### src/rtl/core/obst_pkg.sv
// ----------------------------------------------------------------------------
// obst_pkg: shared types and constants for the optimal BST builder
// Item and result beat structs, widths and the saturation constant.
// ----------------------------------------------------------------------------
package obst_pkg;

    localparam int unsigned CfgW  = 5;
    localparam int unsigned WgtW  = 22;
    localparam int unsigned CostW = 32;
    localparam logic [CostW-1:0] CostMax = '1;

    typedef struct packed {
        logic [15:0] miss_weight;
        logic [15:0] key_weight;
        logic [7:0]  key_label;
    } t_item;

    typedef struct packed {
        logic [4:0]  key_index;
        logic [7:0]  key_label_out;
        logic [4:0]  parent_index;
        logic        is_right_child;
        logic [3:0]  node_depth;
        logic [31:0] total_cost;
        logic        last;
    } t_result;

    // Saturating 32-bit add.
    function automatic logic [CostW-1:0] sat_add(input logic [CostW-1:0] a,
                                                 input logic [CostW-1:0] b);
        logic [CostW:0] s;
        s = {1'b0, a} + {1'b0, b};
        return s[CostW] ? CostMax : s[CostW-1:0];
    endfunction

endpackage

### src/rtl/core/obst_walk.sv
// ----------------------------------------------------------------------------
// obst_walk: root table walk
// Depth-first walk with a small stack; one root lookup per node, records
// parent, side and depth per key.
// ----------------------------------------------------------------------------
module obst_walk import obst_pkg::*; #(
    parameter int unsigned MAX_KEYS = 16
) (
    input  logic        i_clk,
    input  logic        i_rst_n,
    input  logic        i_go,
    input  logic [5:0]  i_n,
    output logic [5:0]  o_rd_i,
    output logic [5:0]  o_rd_j,
    input  logic [5:0]  i_rd_root,
    input  logic [5:0]  i_key,
    output logic [5:0]  o_par,
    output logic        o_side,
    output logic [5:0]  o_depth,
    output logic        o_done
);
    localparam int unsigned SPW  = $clog2(MAX_KEYS + 1);
    localparam int unsigned StkW = (MAX_KEYS > 1) ? $clog2(MAX_KEYS) : 1;
    localparam logic [1:0] S_IDLE = 2'd0, S_POP = 2'd1, S_LK = 2'd2, S_NODE = 2'd3;

    typedef struct packed {
        logic [5:0] i;
        logic [5:0] j;
        logic [5:0] par;
        logic       side;
        logic [5:0] d;
    } t_frame;

    t_frame     r_stack [MAX_KEYS];
    logic [5:0] r_par   [MAX_KEYS+1];
    logic       r_side  [MAX_KEYS+1];
    logic [5:0] r_dep   [MAX_KEYS+1];

    logic [1:0]     r_state;
    logic [SPW-1:0] r_sp;
    t_frame         r_cur;
    logic           r_done;
    logic [5:0]     k;
    logic [SPW-1:0] sp1;

    assign k = i_rd_root;
    always_comb begin
        sp1 = r_sp;
        if (k < r_cur.j && r_sp < SPW'(MAX_KEYS)) begin
            sp1 = r_sp + 1'b1;
        end
    end

    always_ff @(posedge i_clk) begin
        if (!i_rst_n) begin
            r_state <= S_IDLE;
            r_done  <= 1'b0;
            r_sp    <= '0;
        end else begin
            r_done <= 1'b0;
            unique case (r_state)
                S_IDLE: begin
                    if (i_go) begin
                        r_stack[0] <= '{i: 6'd0, j: i_n, par: 6'd0, side: 1'b0, d: 6'd0};
                        r_sp <= SPW'(1);
                        r_state <= S_POP;
                    end
                end
                S_POP: begin
                    if (r_sp == '0) begin
                        r_done  <= 1'b1;
                        r_state <= S_IDLE;
                    end else begin
                        r_cur <= r_stack[StkW'(r_sp - 1'b1)];
                        r_sp  <= r_sp - 1'b1;
                        r_state <= S_LK;
                    end
                end
                S_LK: begin
                    if (r_cur.i >= r_cur.j || r_cur.j > i_n) begin
                        r_state <= S_POP;
                    end else begin
                        r_state <= S_NODE;
                    end
                end
                S_NODE: begin
                    if (k > r_cur.i && k <= r_cur.j) begin
                        r_par[k[SPW-1:0]]  <= r_cur.par;
                        r_side[k[SPW-1:0]] <= r_cur.side;
                        r_dep[k[SPW-1:0]]  <= r_cur.d;
                        if (k < r_cur.j && r_sp < SPW'(MAX_KEYS)) begin
                            r_stack[r_sp[StkW-1:0]] <= '{i: k, j: r_cur.j, par: k,
                                                         side: 1'b1, d: r_cur.d + 6'd1};
                        end
                        if (k - 6'd1 > r_cur.i && sp1 < SPW'(MAX_KEYS)) begin
                            r_stack[sp1[StkW-1:0]] <= '{i: r_cur.i, j: k - 6'd1, par: k,
                                                        side: 1'b0, d: r_cur.d + 6'd1};
                            r_sp <= sp1 + 1'b1;
                        end else begin
                            r_sp <= sp1;
                        end
                    end
                    r_state <= S_POP;
                end
                default: r_state <= S_IDLE;
            endcase
        end
    end

    assign o_rd_i  = r_cur.i;
    assign o_rd_j  = r_cur.j;
    assign o_par   = r_par[i_key[SPW-1:0]];
    assign o_side  = r_side[i_key[SPW-1:0]];
    assign o_depth = r_dep[i_key[SPW-1:0]];
    assign o_done  = r_done;

    a_sp_bound: assert property (@(posedge i_clk) disable iff (!i_rst_n)
        r_sp <= SPW'(MAX_KEYS)) else $error("stack overflow");
    a_done_empty: assert property (@(posedge i_clk) disable iff (!i_rst_n)
        o_done |-> r_sp == '0) else $error("done with frames left");
    a_go_push: assert property (@(posedge i_clk) disable iff (!i_rst_n)
        (r_state == S_IDLE && i_go) |=> r_sp == SPW'(1)) else $error("no root frame");
endmodule

### config.mk
export PLATFORM = sky130hd
export DESIGN_NAME = obst_walk
export DESIGN_NICKNAME = d
export VERILOG_FILES = /design/src/rtl/core/obst_pkg.sv /design/src/rtl/core/obst_walk.sv
export SDC_FILE = /design/constraint.sdc
export NUM_CORES = 1
export LEC_CHECK = 0
export BUFFER_PORTS_ARGS = -buffer_cell sky130_fd_sc_hd__buf_2
export CAP_MARGIN = 20
export CORE_MARGIN = 4
export CORE_UTILIZATION = 60
export CTS_BUF_LIST = sky130_fd_sc_hd__clkbuf_8 sky130_fd_sc_hd__clkbuf_16
export CTS_CLUSTER_SIZE = 20
export DETAILED_ROUTE_END_ITERATION = 12
export PLACE_DENSITY_LB_ADDON = 0.25
export SYNTH_ARGS = -nofsm -noshare
export SYNTH_HDL_FRONTEND = slang
export SYNTH_SLANG_ARGS = --single-unit
### constraint.sdc
create_clock -name i_clk -period 6.8 [get_ports i_clk]
set_input_delay 1.02 -clock i_clk [delete_from_list [all_inputs] [get_ports i_clk]]
set_output_delay 1.02 -clock i_clk [all_outputs]
set_load 0.01 [all_outputs]
==> insert_results.sql <==
INSERT INTO impl_metrics (metric_group, metric, value, unit) VALUES
('die', 'floorplan.initialDensity', '0.606', ''),
('worst_setup_path', 'required_time_of_the_critical_path', '7.11', 'ns'),
('synth', 'syn-num-nets', '2091', ''),
('cts', 'ctsLongestPathBuffers', '3', ''),
('die', 'placeableCoreArea', '50100', 'sq um'),
('sta', 'fraction_of_the_cycle_the_final_worst_path_needs', '0.832', ''),
('worst_setup_path', 'worstPathBufferInverterCount', '5', ''),
('layout', 'instances_no_fill', '2791', ''),
('synth', 'postSynthRegisterBits', '654', ''),
('cts', 'tritoncts', 'done', ''),
('layout', 'antenna_cells_inserted', '0', ''),
('detailed_routing', 'detail_route.wirelength', '84900', 'microns'),
('worst_setup_path', 'critical_path_cell_count', '15', ''),
('die', 'ioPinCount', '47', ''),
('sta', 'tightestPinTransition', '1.12', 'ns'),
('sta', 'hold_viol', '0', ''),
('detailed_routing', 'route.detailed.vias_per_inst', '6.87', ''),
('detailed_routing', 'drt_pre_antenna_iters', '8', ''),
('cts', 'path_clk_slew', '0.06', 'ns'),
('synth', 'synth.distinct_cells', '77', ''),
('detailed_routing', 'detailroute.via_count', '19200', ''),
('detailed_routing', 'drt_first_iter_violations', '2996', ''),
('synth', 'synth_async_sr_flop_share', '0', ''),
('synth', 'netlist_top_cells_area', 'sky130_fd_sc_hd__edfxtp_1, sky130_fd_sc_hd__mux4_2, sky130_fd_sc_hd__nor2_1, sky130_fd_sc_hd__ha_1, sky130_fd_sc_hd__nand2_1', ''),
('grt', 'groute.usage.overall', '0.316', ''),
('synth', 'synth_edf_count', '630', ''),
('placed_design', 'preCtsSetupSlack', '0.780', 'ns'),
('synth', 'synth_top_cell_by_area', 'sky130_fd_sc_hd__edfxtp_1', ''),
('cts', 'holdBufCountCts', '0', ''),
('run', 'max_cap_viol_count', '0', ''),
('grt', 'vias_in_the_first_global_route', '19200', ''),
('detailed_routing', 'post_drt_wl_per_cell', '30.4', 'microns'),
('die', 'placementRows', '82', ''),
('synth', 'post_synthesis_cell_area', '30400', 'sq um'),
('worst_setup_path', 'worstRegToRegCells', '11', ''),
('die', 'floorplan.die.height', '233', 'microns'),
('worst_setup_path', 'critical_path_peak_fanout', '14', ''),
('sta', 'slew-limit-headroom', '0.247', ''),
('worst_setup_path', 'crit_path_cell_trace', 'buf_2, or3_1, or3_1, xor2_1, buf_4, inv_1, ha_1, and4_1, and3b_1, a31oi_2, nand4_1, a21o_1, and2_1, inv_1, buf_4', ''),
('worst_setup_path', 'worstSetupEndpointType', 'flip-flop', ''),
('sta', 'fmaxAchievable', '177', 'MHz'),
('cts', 'cts_post_setup_buffers_inserted', '0', ''),
('die', 'design.die.area', '54300', 'sq um'),
('pwr', 'p_leak', '10.8', 'nW'),
('hold_path', 'hold_path_depth', '1', ''),
('layout', 'final_design_area_excluding_fillers', '33800', 'sq um'),
('cts', 'cts.sink_count', '654', ''),
('detailed_routing', 'drc_errors', '0', ''),
('run_status', 'status', 'completed', ''),
('grt', 'number_of_antenna_violations_at_the_first_check_in_global_routing', '0', ''),
('cts', 'clk-insertion-delay-late', '0.62', 'ns'),
('synth', 'yosys_warnings', '0', ''),
('worst_setup_path', 'cp-start-kind', 'input pin', ''),
('detailed_routing', 'ant_nets', '0', ''),
('die', 'die-width', '233', 'microns'),
('layout', 'area_growth_syn_to_layout', '11.3', '%'),
('grt', 'grt_first_pass_wirelength', '124000', 'microns'),
('placed_design', 'place.detailed.hpwl', '52300', 'microns'),
('sta', 'post-route-min-period', '5.66', 'ns'),
('sta', 'setup_total_negative_slack', '0', 'ns'),
('placed_design', 'cell_count_after_placement', '2674', ''),
('pwr', 'p_per_area', '286', 'nW/um^2'),
('sta', 'setup_repair_after_global_routing_missed_its_margin', 'no', ''),
('sta', 'report.final.slew_viol_count', '0', ''),
('placed_design', 'detailed_place.area', '31600', 'sq um'),
('grt', 'globalRoute.totalOverflow', '0', ''),
('synth', 'synthesis.area_per_instance', '15.0', 'sq um'),
('cts', 'clock_tree.htree_level_count', '3', ''),
('layout', 'final_layout_size_suffix_gt1_frac', '0.226', ''),
('worst_setup_path', 'cpPeakStageDelay', '0.57', 'ns'),
('worst_setup_path', 'worst_path_max_delay_cell', 'sky130_fd_sc_hd__a31oi_2', '');
==> cells in the final DEF (no fill, tap or decap), drive strengths merged, types with 6 or more instances in the layout <==
cell / synthesis / final
a21o: 9 / 9
a21oi: 37 / 37
and2: 29 / 29
and3: 6 / 6
buf: 59 / 136
clkbuf: 97 / 69
clkinv: 7 / 32
dfxtp: 24 / 24
edfxtp: 630 / 630
ha: 47 / 47
inv: 44 / 61
mux2: 19 / 19
mux2i: 20 / 20
mux4: 190 / 190
nand2: 143 / 143
nand2b: 7 / 7
nand3: 76 / 76
nand4: 20 / 20
nor2: 193 / 193
nor2b: 68 / 68
nor3: 14 / 14
o21a: 6 / 6
o21ai: 99 / 99
o22ai: 21 / 21
o31ai: 66 / 66
or2: 8 / 8
or3: 25 / 25
xnor2: 9 / 9
==> Yosys cell counts (3+ instances only) <==
cell type and number:
sky130_fd_sc_hd__a21o_1 9, sky130_fd_sc_hd__a21oi_1 36, sky130_fd_sc_hd__a311oi_1 3, sky130_fd_sc_hd__a31oi_1 4
sky130_fd_sc_hd__and2_1 27, sky130_fd_sc_hd__and3_1 6, sky130_fd_sc_hd__buf_1 6, sky130_fd_sc_hd__buf_2 39
sky130_fd_sc_hd__buf_4 12, sky130_fd_sc_hd__clkbuf_1 95, sky130_fd_sc_hd__clkinv_1 7, sky130_fd_sc_hd__dfxtp_1 24
sky130_fd_sc_hd__edfxtp_1 630, sky130_fd_sc_hd__ha_1 47, sky130_fd_sc_hd__inv_1 43, sky130_fd_sc_hd__mux2_2 19
sky130_fd_sc_hd__mux2i_1 20, sky130_fd_sc_hd__mux4_2 190, sky130_fd_sc_hd__nand2_1 143, sky130_fd_sc_hd__nand2b_1 7
sky130_fd_sc_hd__nand3_1 72, sky130_fd_sc_hd__nand3_2 4, sky130_fd_sc_hd__nand4_1 19, sky130_fd_sc_hd__nor2_1 188
sky130_fd_sc_hd__nor2_2 4, sky130_fd_sc_hd__nor2b_1 68, sky130_fd_sc_hd__nor3_1 9, sky130_fd_sc_hd__nor3_2 3
sky130_fd_sc_hd__o21a_1 6, sky130_fd_sc_hd__o21ai_0 96, sky130_fd_sc_hd__o22ai_1 20, sky130_fd_sc_hd__o31ai_1 66
sky130_fd_sc_hd__o32ai_1 3, sky130_fd_sc_hd__or2_1 5, sky130_fd_sc_hd__or2_2 3, sky130_fd_sc_hd__or3_1 24
sky130_fd_sc_hd__xnor2_1 9, sky130_fd_sc_hd__xor2_1 5
==> power by group <==
group / switching, mW / internal [mW]
Sequential: 0.107 / 4.47
Clock: 1.60 / 2.03
Combinational: 0.809 / 0.628
Total: 2.52 / 7.13
==> cell families (layout without fill, tap and decap cells) <==
family,count (synthesis),after routing,synth area share
mux,229,229,0.155
flops,654,654,0.639
fa+ha+maj,47,47,0.0194
compound gates,270,270,0.0568
buf+inv,207,303,0.0293
xor+xnor,14,14,0.00404
simple gates,602,602,0.0969
==> layer usage <==
| layer | vias to the layer above | GRT usage | share of wire |
|---|---|---|---|
| met5 | - | 0 | 0 |
| met4 | 0 | 0.130 | 0.043 |
| met3 | 236 | 0.0819 | 0.13 |
| met2 | 1431 | 0.488 | 0.47 |
| met1 | 9588 | 0.434 | 0.36 |
| li1 | 7920 | - | - |
==> worst register-to-register path, stage by stage (launching register included) <==
cell and delay, ns:
sky130_fd_sc_hd__edfxtp_1 0.81, sky130_fd_sc_hd__clkinv_1 0.55, sky130_fd_sc_hd__ha_1 0.47, sky130_fd_sc_hd__nand3b_1 0.08, sky130_fd_sc_hd__a21o_1 0.23, sky130_fd_sc_hd__a21oi_1 0.50, sky130_fd_sc_hd__nand3_2 0.50, sky130_fd_sc_hd__nor2_1 0.73
sky130_fd_sc_hd__nor2_1 0.14, sky130_fd_sc_hd__buf_4 0.25, sky130_fd_sc_hd__inv_1 0.49, sky130_fd_sc_hd__buf_12 0.27
==> final timing paths <==
| check | startpoint | end | slack [ns] |
|---|---|---|---|
| hold reg to reg | r_stack[15][6] | r_stack[15][6] | 0.46 |
| setup reg to reg | o_rd_i[1] | r_stack[15][16] | 1.45 |
| hold / removal | r_stack[15][6] | r_stack[15][6] | 0.46 |
| setup / recovery | i_rd_root[4] | r_stack[7][24] | 1.14 |
==> final cells by class <==
| type | count | area, sq um |
|---|---|---|
| Timing Repair Buffer | 136 | 1060 |
| Multi-Input combinational cell | 1162 | 10100 |
| Inverter | 51 | 191 |
| Sequential cell | 654 | 19400 |
| Clock inverter | 47 | 444 |
| Fill cell | 3386 | 16300 |
| Clock buffer | 69 | 1700 |
| Tap cell | 672 | 841 |
==> per-stage QoR <==
stage / utilization / power, mW / hold slack (ns)
4_1_cts: 0.674 / 9.64 / 0.454
6_report: 0.675 / 9.65 / 0.458
3_3_place_gp: 0.631 / 6.04 / 0.431
2_1_floorplan: - / 5.63 / 0.422
3_5_place_dp: 0.631 / 6.07 / 0.441
5_1_grt: 0.675 / 9.92 / 0.468
==> sequential cells by signal, indices dropped and copies added, names as in the netlist <==
signal and cells:
r_stack 400, r_sp 5, o_rd_i 6, r_state 2
o_rd_j 6, r_side 17, r_dep 102, o_done 1
r_cur 13, r_par 102
No activity file was read; power rests on OpenSTA's default activity.
